--- config.mk ---
export PLATFORM = sky130hd
export DESIGN_NAME = pedestrian_crossing_light_controller
export DESIGN_NICKNAME = d
export VERILOG_FILES = /design/src/hdl/pclc_pkg.sv /design/src/hdl/pedestrian_crossing_light_controller.sv
export SDC_FILE = /design/constraint.sdc
export NUM_CORES = 1
export LEC_CHECK = 0
export ABC_AREA = 1
export ABC_CLOCK_PERIOD_IN_PS = 9800
export BUFFER_PORTS_ARGS = -buffer_cell sky130_fd_sc_hd__buf_2
export CORE_AREA = 10 10 128 130
export CTS_BUF_LIST = sky130_fd_sc_hd__clkbuf_2
export DETAILED_ROUTE_END_ITERATION = 10
export DIE_AREA = 0 0 138 140
export GPL_TIMING_DRIVEN = 0
export PLACE_DENSITY_LB_ADDON = 0.12
export SYNTH_ARGS = -nofsm -noshare
export SYNTH_HDL_FRONTEND = slang
export SYNTH_SLANG_ARGS = --single-unit
--- constraint.sdc ---
create_clock -name i_clk -period 9.8 [get_ports i_clk]
set_input_delay 1.96 -clock i_clk [delete_from_list [all_inputs] [get_ports i_clk]]
set_output_delay 1.96 -clock i_clk [all_outputs]
set_load 0.03 [all_outputs]
--- src/hdl/pclc_pkg.sv ---
// ----------------------------------------------------------------------------
// pclc_pkg
// Types and constants for the pedestrian crossing light controller: phase and
// walk codes, lamp patterns, register indexes and the 7-segment decoder.
// ----------------------------------------------------------------------------
package pclc_pkg;

    // Vehicle light phases; code three is unused and treated as red
    typedef enum logic [1:0] {
        PH_GREEN  = 2'd0,
        PH_YELLOW = 2'd1,
        PH_RED    = 2'd2
    } t_phase;

    // Which crossing is currently walking
    typedef enum logic [1:0] {
        WALK_NONE = 2'd0,
        WALK_ONE  = 2'd1,
        WALK_TWO  = 2'd2
    } t_walk;

    // Vehicle lamp patterns: bit0 green, bit1 yellow, bit2 red
    localparam logic [2:0] LAMP_OFF    = 3'b000;
    localparam logic [2:0] LAMP_GREEN  = 3'b001;
    localparam logic [2:0] LAMP_YELLOW = 3'b010;
    localparam logic [2:0] LAMP_RED    = 3'b100;

    // Walk lamp patterns: bit0 walk green, bit1 walk red
    localparam logic [1:0] WLAMP_GO   = 2'b01;
    localparam logic [1:0] WLAMP_STOP = 2'b10;

    // Configuration register indexes (byte address = 4 * index)
    localparam int unsigned ADDR_W = 5;
    localparam logic [2:0] REG_GREEN       = 3'd0;
    localparam logic [2:0] REG_BLINK_START = 3'd1;
    localparam logic [2:0] REG_YELLOW      = 3'd2;
    localparam logic [2:0] REG_RED         = 3'd3;
    localparam logic [2:0] REG_CD_PERIOD   = 3'd4;
    localparam logic [2:0] REG_CD_START    = 3'd5;

    // Register reset values
    localparam logic [9:0]  RST_GREEN       = 10'd800;
    localparam logic [9:0]  RST_BLINK_START = 10'd650;
    localparam logic [9:0]  RST_YELLOW      = 10'd200;
    localparam logic [9:0]  RST_RED         = 10'd800;
    localparam logic [15:0] RST_CD_PERIOD   = 16'd400;
    localparam logic [3:0]  RST_CD_START    = 4'd9;

    // Largest countdown digit
    localparam logic [3:0] DIGIT_MAX = 4'd9;

    // Decode a digit to segments a (bit0) .. g (bit6)
    function automatic logic [6:0] f_seg(input logic [3:0] digit);
        logic [6:0] seg;
        case (digit)
            4'd0:    seg = 7'h3F;
            4'd1:    seg = 7'h06;
            4'd2:    seg = 7'h5B;
            4'd3:    seg = 7'h4F;
            4'd4:    seg = 7'h66;
            4'd5:    seg = 7'h6D;
            4'd6:    seg = 7'h7D;
            4'd7:    seg = 7'h07;
            4'd8:    seg = 7'h7F;
            default: seg = 7'h6F;
        endcase
        return seg;
    endfunction

endpackage

--- src/hdl/pedestrian_crossing_light_controller.sv ---
// ----------------------------------------------------------------------------
// pedestrian_crossing_light_controller
// Two vehicle lights and two walk lights. Each input transfer is one tick
// carrying the walk buttons; each tick yields one transfer of lamp states,
// countdown digit segments and display enables.
// ----------------------------------------------------------------------------
// The result is registered: output valid rises in the cycle after the input transfer.
// Throughput: one tick per cycle while the output is not stalled; the output register
// lets a new tick be taken in the same cycle the held result is taken.
// Reset (i_rst_n low, synchronous): light one green, light two red, no
// crossing walking, timebase cleared, registers back to their defaults.
module pedestrian_crossing_light_controller #(
    parameter int unsigned BLINK_PERIOD = 20
) (
    input  logic                         i_clk,
    input  logic                         i_rst_n,
    // Tick input channel
    input  logic                         i_in_valid,
    output logic                         o_in_ready,
    input  logic                         i_request_one,
    input  logic                         i_request_two,
    // Result output channel
    output logic                         o_out_valid,
    input  logic                         i_out_ready,
    output logic [2:0]                   o_vehicle_one_lamps,
    output logic [2:0]                   o_vehicle_two_lamps,
    output logic [1:0]                   o_walk_one_lamps,
    output logic [1:0]                   o_walk_two_lamps,
    output logic [6:0]                   o_segment_pattern,
    output logic [1:0]                   o_display_enables,
    // Configuration port
    input  logic                         psel,
    input  logic                         penable,
    input  logic                         pwrite,
    input  logic [pclc_pkg::ADDR_W-1:0]  paddr,
    input  logic [31:0]                  pwdata,
    output logic [31:0]                  prdata,
    output logic                         pready
);
    import pclc_pkg::*;

    localparam int unsigned BLINK_W = (BLINK_PERIOD > 2) ? $clog2(BLINK_PERIOD) : 1;
    localparam logic [BLINK_W-1:0] BLINK_LAST = BLINK_W'(BLINK_PERIOD - 1);
    localparam logic [BLINK_W-1:0] BLINK_HALF = BLINK_W'(BLINK_PERIOD / 2);

    // Configuration registers
    logic [9:0]  r_green;
    logic [9:0]  r_blink_start;
    logic [9:0]  r_yellow;
    logic [9:0]  r_red;
    logic [15:0] r_cd_period;
    logic [3:0]  r_cd_start;

    // Controller state; r_blink tracks phase time modulo the blink period
    t_phase               r_phase [2];
    logic [9:0]           r_time  [2];
    logic [BLINK_W-1:0]   r_blink [2];
    t_walk                r_walk;
    logic [3:0]           r_digit;
    logic                 r_running;
    logic [15:0]          r_tb;

    t_phase               n_phase [2];
    logic [9:0]           n_time  [2];
    logic [BLINK_W-1:0]   n_blink [2];
    t_walk                n_walk;
    logic [3:0]           n_digit;
    logic                 n_running;
    logic [15:0]          n_tb;

    // Result register
    logic                 r_out_valid;
    logic [2:0]           r_veh_lamps [2];
    logic [2:0]           n_veh_lamps [2];
    logic [1:0]           r_walk_one;
    logic [1:0]           r_walk_two;
    logic [6:0]           r_seg;
    logic [1:0]           r_disp;

    logic                 in_xfer;
    logic                 cfg_wr;
    logic [2:0]           cfg_idx;

    assign o_in_ready = !r_out_valid || i_out_ready;
    assign in_xfer    = i_in_valid && o_in_ready;

    assign pready  = 1'b1;
    assign cfg_idx = paddr[ADDR_W-1:2];
    assign cfg_wr  = psel && penable && pwrite && pready;

    // Write configuration registers
    always_ff @(posedge i_clk) begin
        if (!i_rst_n) begin
            r_green       <= RST_GREEN;
            r_blink_start <= RST_BLINK_START;
            r_yellow      <= RST_YELLOW;
            r_red         <= RST_RED;
            r_cd_period   <= RST_CD_PERIOD;
            r_cd_start    <= RST_CD_START;
        end else if (cfg_wr) begin
            case (cfg_idx)
                REG_GREEN:       r_green       <= pwdata[9:0];
                REG_BLINK_START: r_blink_start <= pwdata[9:0];
                REG_YELLOW:      r_yellow      <= pwdata[9:0];
                REG_RED:         r_red         <= pwdata[9:0];
                REG_CD_PERIOD:   r_cd_period   <= pwdata[15:0];
                REG_CD_START:    r_cd_start    <= pwdata[3:0];
                default: ;
            endcase
        end
    end

    // Read back configuration registers
    always_comb begin
        case (cfg_idx)
            REG_GREEN:       prdata = {22'd0, r_green};
            REG_BLINK_START: prdata = {22'd0, r_blink_start};
            REG_YELLOW:      prdata = {22'd0, r_yellow};
            REG_RED:         prdata = {22'd0, r_red};
            REG_CD_PERIOD:   prdata = {16'd0, r_cd_period};
            REG_CD_START:    prdata = {28'd0, r_cd_start};
            default:         prdata = 32'd0;
        endcase
    end

    // Next state for one tick: request, timebase, lights, lamps
    always_comb begin
        logic [9:0]         t1;
        logic [BLINK_W-1:0] m1;
        logic [9:0]         limit;
        logic [15:0]        tb1;
        t_walk              own;

        n_phase   = r_phase;
        n_time    = r_time;
        n_blink   = r_blink;
        n_walk    = r_walk;
        n_digit   = r_digit;
        n_running = r_running;

        // Start a walk on a button press, crossing one wins ties
        if (r_walk == WALK_NONE && (i_request_one || i_request_two)) begin
            n_running = 1'b1;
            n_digit   = (r_cd_start > DIGIT_MAX) ? DIGIT_MAX : r_cd_start;
            if (i_request_one) begin
                n_walk     = WALK_ONE;
                n_phase[0] = PH_RED;
                n_time[0]  = '0;
                n_blink[0] = '0;
            end else begin
                n_walk     = WALK_TWO;
                n_phase[1] = PH_RED;
                n_time[1]  = '0;
                n_blink[1] = '0;
            end
        end

        // Step the timebase and the countdown
        tb1  = r_tb + 16'd1;
        n_tb = tb1;
        if (tb1 >= r_cd_period) begin
            n_tb = '0;
            if (n_running) begin
                if (n_digit != 4'd0) begin
                    n_digit = n_digit - 4'd1;
                end else begin
                    if (n_walk == WALK_ONE) begin
                        n_phase[0] = PH_GREEN;
                        n_time[0]  = '0;
                        n_blink[0] = '0;
                    end else if (n_walk == WALK_TWO) begin
                        n_phase[1] = PH_GREEN;
                        n_time[1]  = '0;
                        n_blink[1] = '0;
                    end
                    n_running = 1'b0;
                    n_walk    = WALK_NONE;
                end
            end
        end

        // Advance each light not held by its walking crossing
        for (int k = 0; k < 2; k++) begin
            own = (k == 0) ? WALK_ONE : WALK_TWO;
            t1  = n_time[k] + 10'd1;
            if (t1 == 10'd0 || n_blink[k] == BLINK_LAST) begin
                m1 = '0;
            end else begin
                m1 = n_blink[k] + BLINK_W'(1);
            end
            case (n_phase[k])
                PH_GREEN:  limit = r_green;
                PH_YELLOW: limit = r_yellow;
                default:   limit = r_red;
            endcase
            if (n_walk != own) begin
                if (t1 >= limit) begin
                    case (n_phase[k])
                        PH_GREEN:  n_phase[k] = PH_YELLOW;
                        PH_YELLOW: n_phase[k] = PH_RED;
                        default:   n_phase[k] = PH_GREEN;
                    endcase
                    n_time[k]  = '0;
                    n_blink[k] = '0;
                end else begin
                    n_time[k]  = t1;
                    n_blink[k] = m1;
                end
            end

            // Vehicle lamps, blinking green late in the phase
            case (n_phase[k])
                PH_GREEN: begin
                    if (n_time[k] >= r_blink_start && n_blink[k] >= BLINK_HALF) begin
                        n_veh_lamps[k] = LAMP_OFF;
                    end else begin
                        n_veh_lamps[k] = LAMP_GREEN;
                    end
                end
                PH_YELLOW: n_veh_lamps[k] = LAMP_YELLOW;
                default:   n_veh_lamps[k] = LAMP_RED;
            endcase
        end
    end

    // Commit state on each tick transfer
    always_ff @(posedge i_clk) begin
        if (!i_rst_n) begin
            r_phase[0] <= PH_GREEN;
            r_phase[1] <= PH_RED;
            r_time[0]  <= '0;
            r_time[1]  <= '0;
            r_blink[0] <= '0;
            r_blink[1] <= '0;
            r_walk     <= WALK_NONE;
            r_digit    <= '0;
            r_running  <= 1'b0;
            r_tb       <= '0;
        end else if (in_xfer) begin
            r_phase   <= n_phase;
            r_time    <= n_time;
            r_blink   <= n_blink;
            r_walk    <= n_walk;
            r_digit   <= n_digit;
            r_running <= n_running;
            r_tb      <= n_tb;
        end
    end

    // Hold output valid until the result transfer
    always_ff @(posedge i_clk) begin
        if (!i_rst_n) begin
            r_out_valid <= 1'b0;
        end else if (in_xfer) begin
            r_out_valid <= 1'b1;
        end else if (i_out_ready) begin
            r_out_valid <= 1'b0;
        end
    end

    // Load the result register
    always_ff @(posedge i_clk) begin
        if (in_xfer) begin
            r_veh_lamps <= n_veh_lamps;
            r_walk_one  <= (n_walk == WALK_ONE) ? WLAMP_GO : WLAMP_STOP;
            r_walk_two  <= (n_walk == WALK_TWO) ? WLAMP_GO : WLAMP_STOP;
            r_seg       <= n_running ? f_seg(n_digit) : 7'd0;
            r_disp      <= n_running ? n_walk : 2'd0;
        end
    end

    assign o_out_valid         = r_out_valid;
    assign o_vehicle_one_lamps = r_veh_lamps[0];
    assign o_vehicle_two_lamps = r_veh_lamps[1];
    assign o_walk_one_lamps    = r_walk_one;
    assign o_walk_two_lamps    = r_walk_two;
    assign o_segment_pattern   = r_seg;
    assign o_display_enables   = r_disp;

endmodule
### Word level (Yosys, flattened, before mapping)

Memories as Yosys holds them, arrays and structs flattened. A register that Yosys moved wholly into a read port is not among the register bits.
Cells that the tools add are included.
Widths: inputs -> output; s select.

| storage, ports and cells | value |
|---|---|
| register bits | 130 |
| memory bits (read-only) | 112 |
| bits of input ports | 46 |
| word-level logic and storage cells | 151 |
| output and inout bits | 54 |
| memories | 1 |

Memories:

| memory | depth | bits a word | rd ports | clocked after memory_dff | write ports | RTL line | source |
|---|---|---|---|---|---|---|---|
| (name not given) | 16 | 7 | 1 | 1 | 0 | pclc_pkg.sv:55 | `case (digit)` |

| cells by class | value |
|---|---|
| order comparisons | 8 |
| add/sub/neg operators | 6 |
| eq/ne operators | 17 |
| mux-type cells | 69 |
| reduce and logical (&&, ||, !) cells | 28 |

Operators by type and width:

| operator | number |
|---|---|
| $mux 10 | 13 |
| $pmux 16 s6 | 1 |
| $mux 20 | 4 |
| $mux 5 | 11 |
| $ge 10x10->1 | 4 |
| $pmux 10 s2 | 2 |
| $mux 4 | 9 |
| $mux 2 | 16 |
| $add 10x1->10 const B | 2 |
| $logic_not 10->1 | 2 |
| $add 16x1->16 const B | 1 |
| $ge 16x16->1 | 1 |
| $mux 16 | 1 |
| $eq 2x1->1 const B | 6 |
| $pmux 3 s2 | 2 |
| $reduce_and 2->1 | 6 |
| $add 5x1->5 const B | 2 |
| $eq 5x5->1 const B | 2 |
| $ge 5x4->1 const B | 2 |
| $logic_not 2->1 | 5 |
| $mux 1 | 8 |
| $pmux 2 s2 | 2 |
| $eq 3x2->1 const B | 2 |
| $eq 3x3->1 const B | 2 |
| other kinds (12) | 22 |

### Longest topological paths before layout

Gate-level depths: netlist of run 1.

| depth | value |
|---|---|
| depth after elaboration | 19 |
| gate-level depth with buffers | 48 |
| gate-level depth less buffers | 46 |

### Worst setup path after synthesis of run 1

No wires, ideal clock.

| timing | value |
|---|---|
| path type | input to register |
| start | in i_request_one |
| end | reg r_veh_lamps (netlist bit o_vehicle_two_lamps[0]), data pin |
| required time | 9.659 ns |
| buffers on the path | 2 |
| data arrival time | 7.166 ns |
| setup time | 0.141 ns |
| setup slack | 2.493 ns |
| cell stages on the path | 38 |
| path through | inv_2 nand2_1 nand2_4 inv_1 o21ai_0 ha_1 nand2_2 nor2_4 nand3_4 buf_6 buf_4 nand2_2 inv_1 nor2_4 inv_1 o22ai_1 a21oi_1 ha_1 [... 2 more ...] o211ai_1 o2111ai_1 a31oi_1 inv_1 nor2_1 inv_1 o21ai_0 ha_1 o21a_1 o21a_1 o21a_1 o21a_1 o21ai_0 a21boi_0 o21a_1 o21ai_0 nand2_1 a21oi_2 |

RTL lines:

| item | RTL line | source |
|---|---|---|
| start: declaration | pedestrian_crossing_light_controller.sv:20 | `input logic i_request_one,` |
| end signal: assignment | pedestrian_crossing_light_controller.sv:264 | `r_veh_lamps <= n_veh_lamps;` |
| end: declaration | pedestrian_crossing_light_controller.sv:73 | `logic [2:0] r_veh_lamps [2];` |

==> results of run 1 <==
==> worst reg2reg max path: cells and delay by family (launching register included) <==
| kind | cells | cell delay, ns |
|---|---|---|
| AO/OA/AOI/OAI | 17 | 3.08 |
| XOR/XNOR | 1 | 0.25 |
| adder cells (fa/ha/maj) | 3 | 0.94 |
| buffers and inverters | 6 | 0.86 |
| flip-flops | 1 | 0.43 |
| AND/OR/NAND/NOR | 15 | 2.98 |
==> area by class of cell <==
type / instances / area [µm²] / area share [%]
Inverter: 220 / 828 / 8.37
Buffer: 56 / 305 / 3.09
Tap cell: 180 / 225 / 2.28
Timing Repair Buffer: 64 / 320 / 3.24
Multi-Input combinational cell: 909 / 5020 / 50.8
Clock inverter: 15 / 173 / 1.75
Sequential cell: 137 / 2930 / 29.6
Clock buffer: 17 / 85.1 / 0.860
==> layout by cell type (no fill, tap or decap), drive strengths merged, types with 15 or more instances in the layout <==
cell and n:
o21ai 122, o22ai 22, a21oi 112, nand4 15, nor2 147, clkbuf 49, dfxtp 118, ha 69
nand3 60, edfxtp 19, inv 229, conb 17, buf 88, nand2 242
==> layer usage <==
layer  up-vias  routed length, µm  global-route usage (%)  share of wire [%]
met5         -                  0                       0                  0
met4         0               1040                    12.1                3.8
met3        84               2820                    6.93                 10
met2       578              12100                    42.4                 44
met1      4139              11200                    33.4                 41
li1       4496                  -                       -                  -
==> kinds of logic after synthesis <==
group | after synthesis | share of synthesized area (%)
xor gates and xnor gates | 19 | 1.84
AOI/OAI and AO/OA | 321 | 20.4
buffers and inverters | 276 | 12.5
other | 2 | 0.0832
and+or+nand+nor | 483 | 23.1
DFF | 137 | 32.5
adders and majority gates | 69 | 9.56
==> power groups by stage <==
stage / clock (mW) / combinational (mW) / sequential [mW]
floorplan: 0 / 0.225 / 0.642
global placement: 0 / 0.325 / 0.626
detailed placement: 0 / 0.332 / 0.626
CTS: 0.376 / 0.334 / 0.616
global route: 0.398 / 0.379 / 0.619
finish: 0.379 / 0.340 / 0.616
==> how the worst min path moves through the flow <==
stage | from | end | slack (ns)
floorplan | r_phase[1] | r_phase[1] | 0.43
global placement | r_phase[1] | r_phase[1] | 0.45
detailed placement | r_phase[1] | r_phase[1] | 0.46
CTS | r_tb[5] | r_tb[5] | 0.48
global route | r_tb[15] | r_tb[15] | 0.51
finish | r_tb[5] | r_tb[5] | 0.48
==> per-stage QoR <==
stage               utilization (%)  instance area, µm²  instances
floorplan                         -                9090       1322
global placement               69.9                9630       1566
detailed placement             69.9                9630       1566
CTS                            71.8                9890       1598
global route                   71.8                9890       1598
finish                         71.8                9890       1598
==> synth_stat cells, drive strengths merged <==
master,number,share of area (%)
nand2,242,10
inv,217,9.0
nor2,147,6.4
o21ai,122,6.8
dfxtp,118,26
a21oi,112,6.3
ha,69,9.6
nand3,60,3.8
clkbuf,32,1.3
buf,24,2.0
o22ai,22,1.5
edfxtp,19,6.3
nand4,15,1.0
a221oi,14,1.4
xor2,13,1.3
nor3,11,0.78
o21a,11,0.91
o211ai,10,0.83
o221ai,10,0.97
xnor2,6,0.58
o2111ai,5,0.48
a21boi,4,0.33
a22oi,4,0.33
a31oi,4,0.28
nand3b,4,0.33
clkinv,3,0.12
a22o,2,0.19
conb,2,0.083
nor3b,2,0.17
or2,2,0.14
o32ai,1,0.097
==> sequential cells by signal (all words and copies together), names as in the netlist, 2 cells and up <==
name / count
r_time: 20
r_cd_period: 16
r_tb: 16
r_blink: 10
r_blink_start: 10
r_green: 10
r_red: 10
r_yellow: 10
o_segment_pattern: 7
r_cd_start: 4
r_digit: 4
r_phase: 4
o_vehicle_one_lamps: 3
o_vehicle_two_lamps: 3
o_display_enables: 2
o_walk_one_lamps: 2
o_walk_two_lamps: 2
r_walk: 2
==> impl_results.html, run 1 <==
<table>
<tr><th>Metric</th><th>Value</th></tr>
<tr><th colspan="2">Worst setup path</th></tr>
<tr><td>Count of buffering cells on the critical path with inverters included</td><td>6</td></tr>
<tr><td>Critical register-to-register path endpoint</td><td>o_vehicle_two_lamps[0]</td></tr>
<tr><td>Slowest cell on the critical path</td><td>sky130_fd_sc_hd__a221oi_1</td></tr>
<tr><td>Timing endpoint of the critical path</td><td>o_vehicle_two_lamps[0]</td></tr>
<tr><td>Largest stage delay on the critical path</td><td>0.51 ns</td></tr>
<tr><td>Worst path depth</td><td>42</td></tr>
<tr><td>Cell type with the highest occurrence count on the critical path</td><td>sky130_fd_sc_hd__o21a_1</td></tr>
<tr><td>Worst Setup SP</td><td>r_tb[0]</td></tr>
<tr><td>Required time at the worst-slack endpoint</td><td>10.48 ns</td></tr>
<tr><td>Origin of the critical flop-to-flop path</td><td>r_tb[0]</td></tr>
<tr><td>Cell class contributing the biggest share of worst-path delay</td><td>compound AO/OA/AOI/OAI gates</td></tr>
<tr><td>Data arrival, critical path</td><td>9.37 ns</td></tr>
<tr><td>Depth of the worst register-to-register path</td><td>42</td></tr>
<tr><td>Startpoint Class</td><td>flip-flop</td></tr>
<tr><td>Worst Path Class, Setup</td><td>flip-flop to flip-flop</td></tr>
<tr><td>Worst-path maximum fanout</td><td>10</td></tr>
<tr><td>FF-to-FF setup slack</td><td>1.12 ns</td></tr>
<tr><td>Setup crit end kind</td><td>flip-flop</td></tr>
<tr><th colspan="2">Pwr</th></tr>
<tr><td>Relative contribution of combinational cells to total power</td><td>25.5%</td></tr>
<tr><td>Total leakage power</td><td>4.95 nW</td></tr>
<tr><td>Power dissipated by switching net loads</td><td>0.520 mW</td></tr>
<tr><td>Power Internal</td><td>0.816 mW</td></tr>
<tr><td>Proportion of total power due to net switching</td><td>38.9%</td></tr>
<tr><td>Part of the power in registers</td><td>46.1%</td></tr>
<tr><td>Clock network fraction of total power</td><td>28.4%</td></tr>
<tr><td>Total design power</td><td>1.34 mW</td></tr>
<tr><td>Peak supply drop</td><td>0.0966 mV</td></tr>
<tr><td>PwrDens</td><td>135 nW/µm²</td></tr>
<tr><th colspan="2">Clock tree</th></tr>
<tr><td>Clock tree from TritonCTS</td><td>built</td></tr>
<tr><td>Setup repair bufs after CTS</td><td>0</td></tr>
<tr><td>Total CTS buffers</td><td>17</td></tr>
<tr><td>Post-CTS resize count</td><td>0</td></tr>
<tr><td>Clock tree sinks</td><td>137</td></tr>
<tr><td>Clk slew on worst S/H paths</td><td>0.25 ns</td></tr>
<tr><td>CTS root buffer</td><td>sky130_fd_sc_hd__clkbuf_2</td></tr>
<tr><td>H-tree depth</td><td>4</td></tr>
<tr><td>Clock Path Buffers</td><td>2</td></tr>
<tr><td>Clock network latency to the later pin of the worst-skew pair</td><td>0.83 ns</td></tr>
<tr><td>Number of hold-repair buffers added at the cts stage</td><td>0</td></tr>
<tr><th colspan="2">Timing</th></tr>
<tr><td>Transition time at the pin with the least slew margin</td><td>1.22 ns</td></tr>
<tr><td>Maximum frequency from static timing analysis</td><td>115 MHz</td></tr>
<tr><td>Smallest hold slack</td><td>0.484 ns</td></tr>
<tr><td>Post-route clock period utilization</td><td>88.6%</td></tr>
<tr><td>Number of pins exceeding their max-slew limit in the final report</td><td>0</td></tr>
<tr><td>Setup repair after global routing missed its margin</td><td>false</td></tr>
<tr><td>Final setup viols</td><td>0</td></tr>
<tr><td>Crit path time final</td><td>8.68 ns</td></tr>
<tr><td>Total negative slack for setup checks</td><td>0 ns</td></tr>
<tr><td>Number of failing hold endpoints at the final stage</td><td>0</td></tr>
<tr><td>Min setup slack post-route</td><td>1.12 ns</td></tr>
<tr><td>Worst clock skew on the final layout</td><td>0.0447 ns</td></tr>
<tr><td>Worst slew margin</td><td>18.0%</td></tr>
<tr><th colspan="2">Route</th></tr>
<tr><td>Final antenna-violating net count</td><td>0</td></tr>
<tr><td>Final wirelength</td><td>27.2 mm</td></tr>
<tr><td>Residual DRC</td><td>0</td></tr>
<tr><td>Ratio of routed vias to standard cells</td><td>5.82</td></tr>
<tr><td>Length of the first detailed-routing pass in iterations</td><td>7</td></tr>
<tr><td>Wire length per cell after detailed routing</td><td>17.0 µm</td></tr>
<tr><td>Number of DRC violations after detailed-routing iteration 0</td><td>1109</td></tr>
<tr><td>Via Count</td><td>9297</td></tr>
<tr><th colspan="2">Floorplanning</th></tr>
<tr><td>Total Die Area</td><td>19300 µm²</td></tr>
<tr><td>Core Region</td><td>13800 µm²</td></tr>
<tr><td>Std cell rows</td><td>43</td></tr>
<tr><td>Floorplan die height</td><td>140 µm</td></tr>
<tr><td>Count of pins on the block boundary</td><td>100</td></tr>
<tr><td>Die W</td><td>138 µm</td></tr>
<tr><td>Starting density of the core</td><td>65.6%</td></tr>
<tr><th colspan="2">Synth</th></tr>
<tr><td>Average footprint of a synthesized cell</td><td>6.91 µm²</td></tr>
<tr><td>Netlist area before placement</td><td>9030 µm²</td></tr>
<tr><td>Synthesized netlist cell count</td><td>1307</td></tr>
<tr><td>Seq/Total Area, Yosys</td><td>32.5%</td></tr>
<tr><td>Number of different library cells in the post-synthesis netlist</td><td>45</td></tr>
<tr><td>Count of yosys warnings during synthesis</td><td>0</td></tr>
<tr><td>Total of flip-flops plus latches after synthesis</td><td>137</td></tr>
<tr><th colspan="2">GRT</th></tr>
<tr><td>Overflow left after global routing</td><td>0</td></tr>
<tr><td>Via count of the first global-routing pass</td><td>8438</td></tr>
<tr><td>Maximum number of pins on one net before global-route repair</td><td>29</td></tr>
<tr><td>Wire length of the first global-routing pass</td><td>42.5 mm</td></tr>
<tr><td>Total GRT Usage</td><td>26.7%</td></tr>
<tr><td>Initial antenna violation count</td><td>0</td></tr>
<tr><th colspan="2">Layout</th></tr>
<tr><td>Count of nets after finishing</td><td>1520</td></tr>
<tr><td>Ratio of cells with drive above 1 in the final layout</td><td>11.2%</td></tr>
<tr><td>N_diodes</td><td>0</td></tr>
<tr><td>Layout-stage area growth over the synthesis result</td><td>9.53%</td></tr>
<tr><td>Count of fill cells added during filler insertion</td><td>1205</td></tr>
<tr><th colspan="2">Placed design</th></tr>
<tr><td>Detail Placement HPWL</td><td>20.4 mm</td></tr>
<tr><td>Setup Slack @ Placement</td><td>1.03 ns</td></tr>
<tr><td>Placer Congestion</td><td>0.995</td></tr>
<tr><td>Quantity of I/O buffers inserted on ports</td><td>64</td></tr>
<tr><th colspan="2">Job</th></tr>
<tr><td>Count of maximum capacitance violations</td><td>0</td></tr>
<tr><th colspan="2">Outcome</th></tr>
<tr><td>Outcome</td><td>finished, final reports clean</td></tr>
<tr><th colspan="2">Hold path</th></tr>
<tr><td>Hold Crit Class</td><td>flip-flop to flip-flop</td></tr>
<tr><td>Number of cells on the worst hold path</td><td>2</td></tr>
</table>
Power figures use the tool's default switching activity.
==> inputs of run 2 (changes only) <==
--- a/config.mk
+++ b/config.mk
@@ -6,12 +6,12 @@
 export NUM_CORES = 1
 export LEC_CHECK = 0
 export ABC_AREA = 1
-export ABC_CLOCK_PERIOD_IN_PS = 9800
+export ABC_CLOCK_PERIOD_IN_PS = 9500
 export BUFFER_PORTS_ARGS = -buffer_cell sky130_fd_sc_hd__buf_2
-export CORE_AREA = 10 10 128 130
+export CORE_AREA = 10 10 148 122
 export CTS_BUF_LIST = sky130_fd_sc_hd__clkbuf_2
 export DETAILED_ROUTE_END_ITERATION = 10
-export DIE_AREA = 0 0 138 140
+export DIE_AREA = 0 0 158 132
 export GPL_TIMING_DRIVEN = 0
 export PLACE_DENSITY_LB_ADDON = 0.12
 export SYNTH_ARGS = -nofsm -noshare
==> constraint.sdc (replaced) <==
create_clock -name i_clk -period 9.5 [get_ports i_clk]
set_input_delay 1.9 -clock i_clk [delete_from_list [all_inputs] [get_ports i_clk]]
set_output_delay 1.9 -clock i_clk [all_outputs]
set_load 0.03 [all_outputs]
==> run 2 against run 1 <==
Net effect: critical path depth rose by 2; worst hold slack got worse by 0.0028 ns; clock power is 17% lower; combinational power rose by 5%; total power is 2.2% lower; via count is 1.5% lower; critical path type unchanged; highest routed layer unchanged.
==> impl_results.html, run 2 (synthesis gave the netlist of run 1 again) <==
<table>
<tr><th>Metric</th><th>Value</th></tr>
<tr><th colspan="2">Outcome</th></tr>
<tr><td>Outcome</td><td>finished, final reports clean</td></tr>
<tr><th colspan="2">GRT</th></tr>
<tr><td>Total GRT Usage</td><td>26.5% (-0.21 points)</td></tr>
<tr><td>Initial antenna violation count</td><td>0 (unchanged)</td></tr>
<tr><td>Maximum number of pins on one net before global-route repair</td><td>29 (unchanged)</td></tr>
<tr><td>Overflow left after global routing</td><td>0 (unchanged)</td></tr>
<tr><td>Via count of the first global-routing pass</td><td>8169 (-3.2%)</td></tr>
<tr><td>Wire length of the first global-routing pass</td><td>44.0 mm (+3.4%)</td></tr>
<tr><th colspan="2">Pwr</th></tr>
<tr><td>PwrDens</td><td>133 nW/µm² (-1.9%)</td></tr>
<tr><td>Peak supply drop</td><td>0.100 mV (+4.0%)</td></tr>
<tr><td>Total leakage power</td><td>4.93 nW (-0.53%)</td></tr>
<tr><th colspan="2">Route</th></tr>
<tr><td>Wire length per cell after detailed routing</td><td>17.6 µm (+3.3%)</td></tr>
<tr><td>Final antenna-violating net count</td><td>0 (unchanged)</td></tr>
<tr><td>Residual DRC</td><td>0 (unchanged)</td></tr>
<tr><td>Final wirelength</td><td>28.2 mm (+3.8%)</td></tr>
<tr><td>Number of DRC violations after detailed-routing iteration 0</td><td>975 (-12%)</td></tr>
<tr><td>Via Count</td><td>9154 (-1.5%)</td></tr>
<tr><td>Length of the first detailed-routing pass in iterations</td><td>6 (-1)</td></tr>
<tr><td>Ratio of routed vias to standard cells</td><td>5.70 (-2.0%)</td></tr>
<tr><th colspan="2">Worst setup path</th></tr>
<tr><td>Slowest cell on the critical path</td><td>sky130_fd_sc_hd__dfxtp_1</td></tr>
<tr><td>Required time at the worst-slack endpoint</td><td>10.09 ns (-0.39 ns)</td></tr>
<tr><td>Depth of the worst register-to-register path</td><td>44 (+4.8%)</td></tr>
<tr><td>Worst Path Class, Setup</td><td>flip-flop to flip-flop</td></tr>
<tr><td>Worst-path maximum fanout</td><td>10 (unchanged)</td></tr>
<tr><td>Largest stage delay on the critical path</td><td>0.42 ns (-0.09 ns)</td></tr>
<tr><td>Worst Setup SP</td><td>r_tb[0]</td></tr>
<tr><td>Cell type with the highest occurrence count on the critical path</td><td>sky130_fd_sc_hd__o21a_1</td></tr>
<tr><td>Setup crit end kind</td><td>flip-flop</td></tr>
<tr><td>Origin of the critical flop-to-flop path</td><td>r_tb[0]</td></tr>
<tr><td>Data arrival, critical path</td><td>9.50 ns (+0.13 ns)</td></tr>
<tr><td>Startpoint Class</td><td>flip-flop</td></tr>
<tr><td>Timing endpoint of the critical path</td><td>o_vehicle_two_lamps[0]</td></tr>
<tr><td>Critical register-to-register path endpoint</td><td>o_vehicle_two_lamps[0]</td></tr>
<tr><td>FF-to-FF setup slack</td><td>0.58 ns (-0.53 ns)</td></tr>
<tr><th colspan="2">Timing</th></tr>
<tr><td>Number of pins exceeding their max-slew limit in the final report</td><td>0 (unchanged)</td></tr>
<tr><td>Smallest hold slack</td><td>0.481 ns (-0.00277 ns)</td></tr>
<tr><td>Maximum frequency from static timing analysis</td><td>112 MHz (-2.6%)</td></tr>
<tr><td>Worst slew margin</td><td>17.8% (-0.19 points)</td></tr>
<tr><td>Setup repair after global routing missed its margin</td><td>false</td></tr>
<tr><td>Worst clock skew on the final layout</td><td>0.0446 ns (-0.000172 ns)</td></tr>
<tr><td>Transition time at the pin with the least slew margin</td><td>1.22 ns (+0.00289 ns)</td></tr>
<tr><td>Final setup viols</td><td>0 (unchanged)</td></tr>
<tr><td>Total negative slack for setup checks</td><td>0 ns (unchanged)</td></tr>
<tr><td>Number of failing hold endpoints at the final stage</td><td>0 (unchanged)</td></tr>
<tr><td>Crit path time final</td><td>8.92 ns (+0.235 ns)</td></tr>
<tr><td>Post-route clock period utilization</td><td>93.9% (+5.3 points)</td></tr>
<tr><th colspan="2">Floorplanning</th></tr>
<tr><td>Core Region</td><td>15000 µm² (+8.6%)</td></tr>
<tr><td>Die W</td><td>158 µm (+14%)</td></tr>
<tr><td>Total Die Area</td><td>20900 µm² (+8.0%)</td></tr>
<tr><td>Starting density of the core</td><td>60.4% (-5.2 points)</td></tr>
<tr><td>Std cell rows</td><td>40 (-7.0%)</td></tr>
<tr><td>Floorplan die height</td><td>132 µm (-5.7%)</td></tr>
<tr><td>Count of pins on the block boundary</td><td>100 (unchanged)</td></tr>
<tr><th colspan="2">Placed design</th></tr>
<tr><td>Placed Instances</td><td>1575 (+0.57%)</td></tr>
<tr><td>Detail Placement HPWL</td><td>21.7 mm (+6.3%)</td></tr>
<tr><td>Quantity of I/O buffers inserted on ports</td><td>64 (unchanged)</td></tr>
<tr><td>Placer Congestion</td><td>1.03 (+3.5%)</td></tr>
<tr><th colspan="2">Clock tree</th></tr>
<tr><td>Clock network latency to the later pin of the worst-skew pair</td><td>0.75 ns (-0.08 ns)</td></tr>
<tr><td>Setup repair bufs after CTS</td><td>0 (unchanged)</td></tr>
<tr><td>Clock Path Buffers</td><td>2 (unchanged)</td></tr>
<tr><td>H-tree depth</td><td>4 (unchanged)</td></tr>
<tr><td>Total CTS buffers</td><td>17 (unchanged)</td></tr>
<tr><td>Clock tree sinks</td><td>137 (unchanged)</td></tr>
<tr><td>Clock tree from TritonCTS</td><td>built</td></tr>
<tr><td>Number of hold-repair buffers added at the cts stage</td><td>0 (unchanged)</td></tr>
<tr><td>Clk slew on worst S/H paths</td><td>0.20 ns (-0.05 ns)</td></tr>
<tr><td>CTS root buffer</td><td>sky130_fd_sc_hd__clkbuf_2</td></tr>
<tr><td>Post-CTS resize count</td><td>0 (unchanged)</td></tr>
<tr><th colspan="2">Hold path</th></tr>
<tr><td>Hold Crit Class</td><td>flip-flop to flip-flop</td></tr>
<tr><th colspan="2">Layout</th></tr>
<tr><td>Number of non-filler instances in the completed layout</td><td>1605 (+0.44%)</td></tr>
<tr><td>Most flops, register</td><td>r_time</td></tr>
<tr><td>Largest register FFs</td><td>20 (unchanged)</td></tr>
<tr><td>Registers with the highest flip-flop counts</td><td>r_time: 20 flops, r_cd_period: 16 flops, r_tb: 16 flops</td></tr>
<tr><td>Count of nets after finishing</td><td>1520 (unchanged)</td></tr>
<tr><td>Top library cells by usage in the layout, fill and taps aside</td><td>233 x sky130_fd_sc_hd__nand2_1, 208 x sky130_fd_sc_hd__inv_1, 140 x sky130_fd_sc_hd__nor2_1</td></tr>
<tr><td>N_diodes</td><td>0 (unchanged)</td></tr>
<tr><td>Layout-stage area growth over the synthesis result</td><td>9.20%</td></tr>
<tr><td>Ratio of cells with drive above 1 in the final layout</td><td>11.3% (+0.086 points)</td></tr>
<tr><td>Most common cell after layout, fill and taps aside</td><td>sky130_fd_sc_hd__nand2_1</td></tr>
<tr><td>Post-Route Utilization</td><td>65.9% (-5.9 points)</td></tr>
<tr><th colspan="2">Job</th></tr>
<tr><td>Count of maximum capacitance violations</td><td>0 (unchanged)</td></tr>
</table>
run 2: cell types whose count changed in the layout (fill, tap and decap cells not counted), moves of 3 or more:
cell,change
sky130_fd_sc_hd__a221oi_2,+3
sky130_fd_sc_hd__a221oi_1,-3
sky130_fd_sc_hd__clkinv_2,+4
sky130_fd_sc_hd__inv_8,-5
sky130_fd_sc_hd__inv_6,-6
run 2: critical path: cells and delay by family (launching register included):
family | cells | cell delay (ns)
adder cells (fa/ha/maj) | 3 | 0.93
flip-flops | 1 | 0.42
XOR/XNOR | 1 | 0.32
AND/OR/NAND/NOR | 15 | 2.96
buffers and inverters | 7 | 1.07
AO/OA/AOI/OAI | 18 | 3.02
run 2: layer usage:
| metal | wire length [µm] | up-vias | track usage [%] |
|---|---|---|---|
| met5 | 0 | - | 0 |
| met4 | 393 | 0 | 6.37 |
| met3 | 3680 | 37 | 9.36 |
| met2 | 11500 | 471 | 37.0 |
| met1 | 12600 | 4166 | 37.7 |
| li1 | - | 4480 | - |
run 2: through the flow:
stage | setup slack [ns] | power [mW] | cell area [µm²]
after global placement | 0.654 | 0.986 | 9640
after CTS | 0.572 | 1.30 | 9840
final | 0.584 | 1.31 | 9860
after global routing | 0.0966 | 1.37 | 9860
after floorplan | 2.25 | 0.894 | 9090
after detailed placement | 0.558 | 0.992 | 9650
run 2: worst min-delay path by stage:
stage	to	startpoint	slack, ns	depth (start not counted)
floorplan	r_phase[1]	r_phase[1]	0.43	2
global placement	r_tb[11]	r_tb[11]	0.46	2
detailed placement	r_tb[5]	r_tb[5]	0.46	2
CTS	r_tb[5]	r_tb[5]	0.48	2
global route	r_tb[11]	r_tb[11]	0.50	2
finish	r_tb[5]	r_tb[5]	0.48	2
run 2: cell type report:
type / count / area [µm²]
inverters: 220 / 828
plain buffers: 56 / 305
flip-flops and latches: 137 / 2930
clock inverters: 13 / 108
fillers: 1371 / 5100
repair buffers: 64 / 320
multi-input cells: 909 / 5050
clock buffers: 17 / 85.1
well taps: 189 / 236
run 2: power by group:
group | switching (mW) | internal [mW] | leakage [nW] | total [mW]
Combinational | 0.248 | 0.109 | 3.66 | 0.357
Clock | 0.227 | 0.0895 | 0.121 | 0.316
Sequential | 0.0143 | 0.620 | 1.15 | 0.634
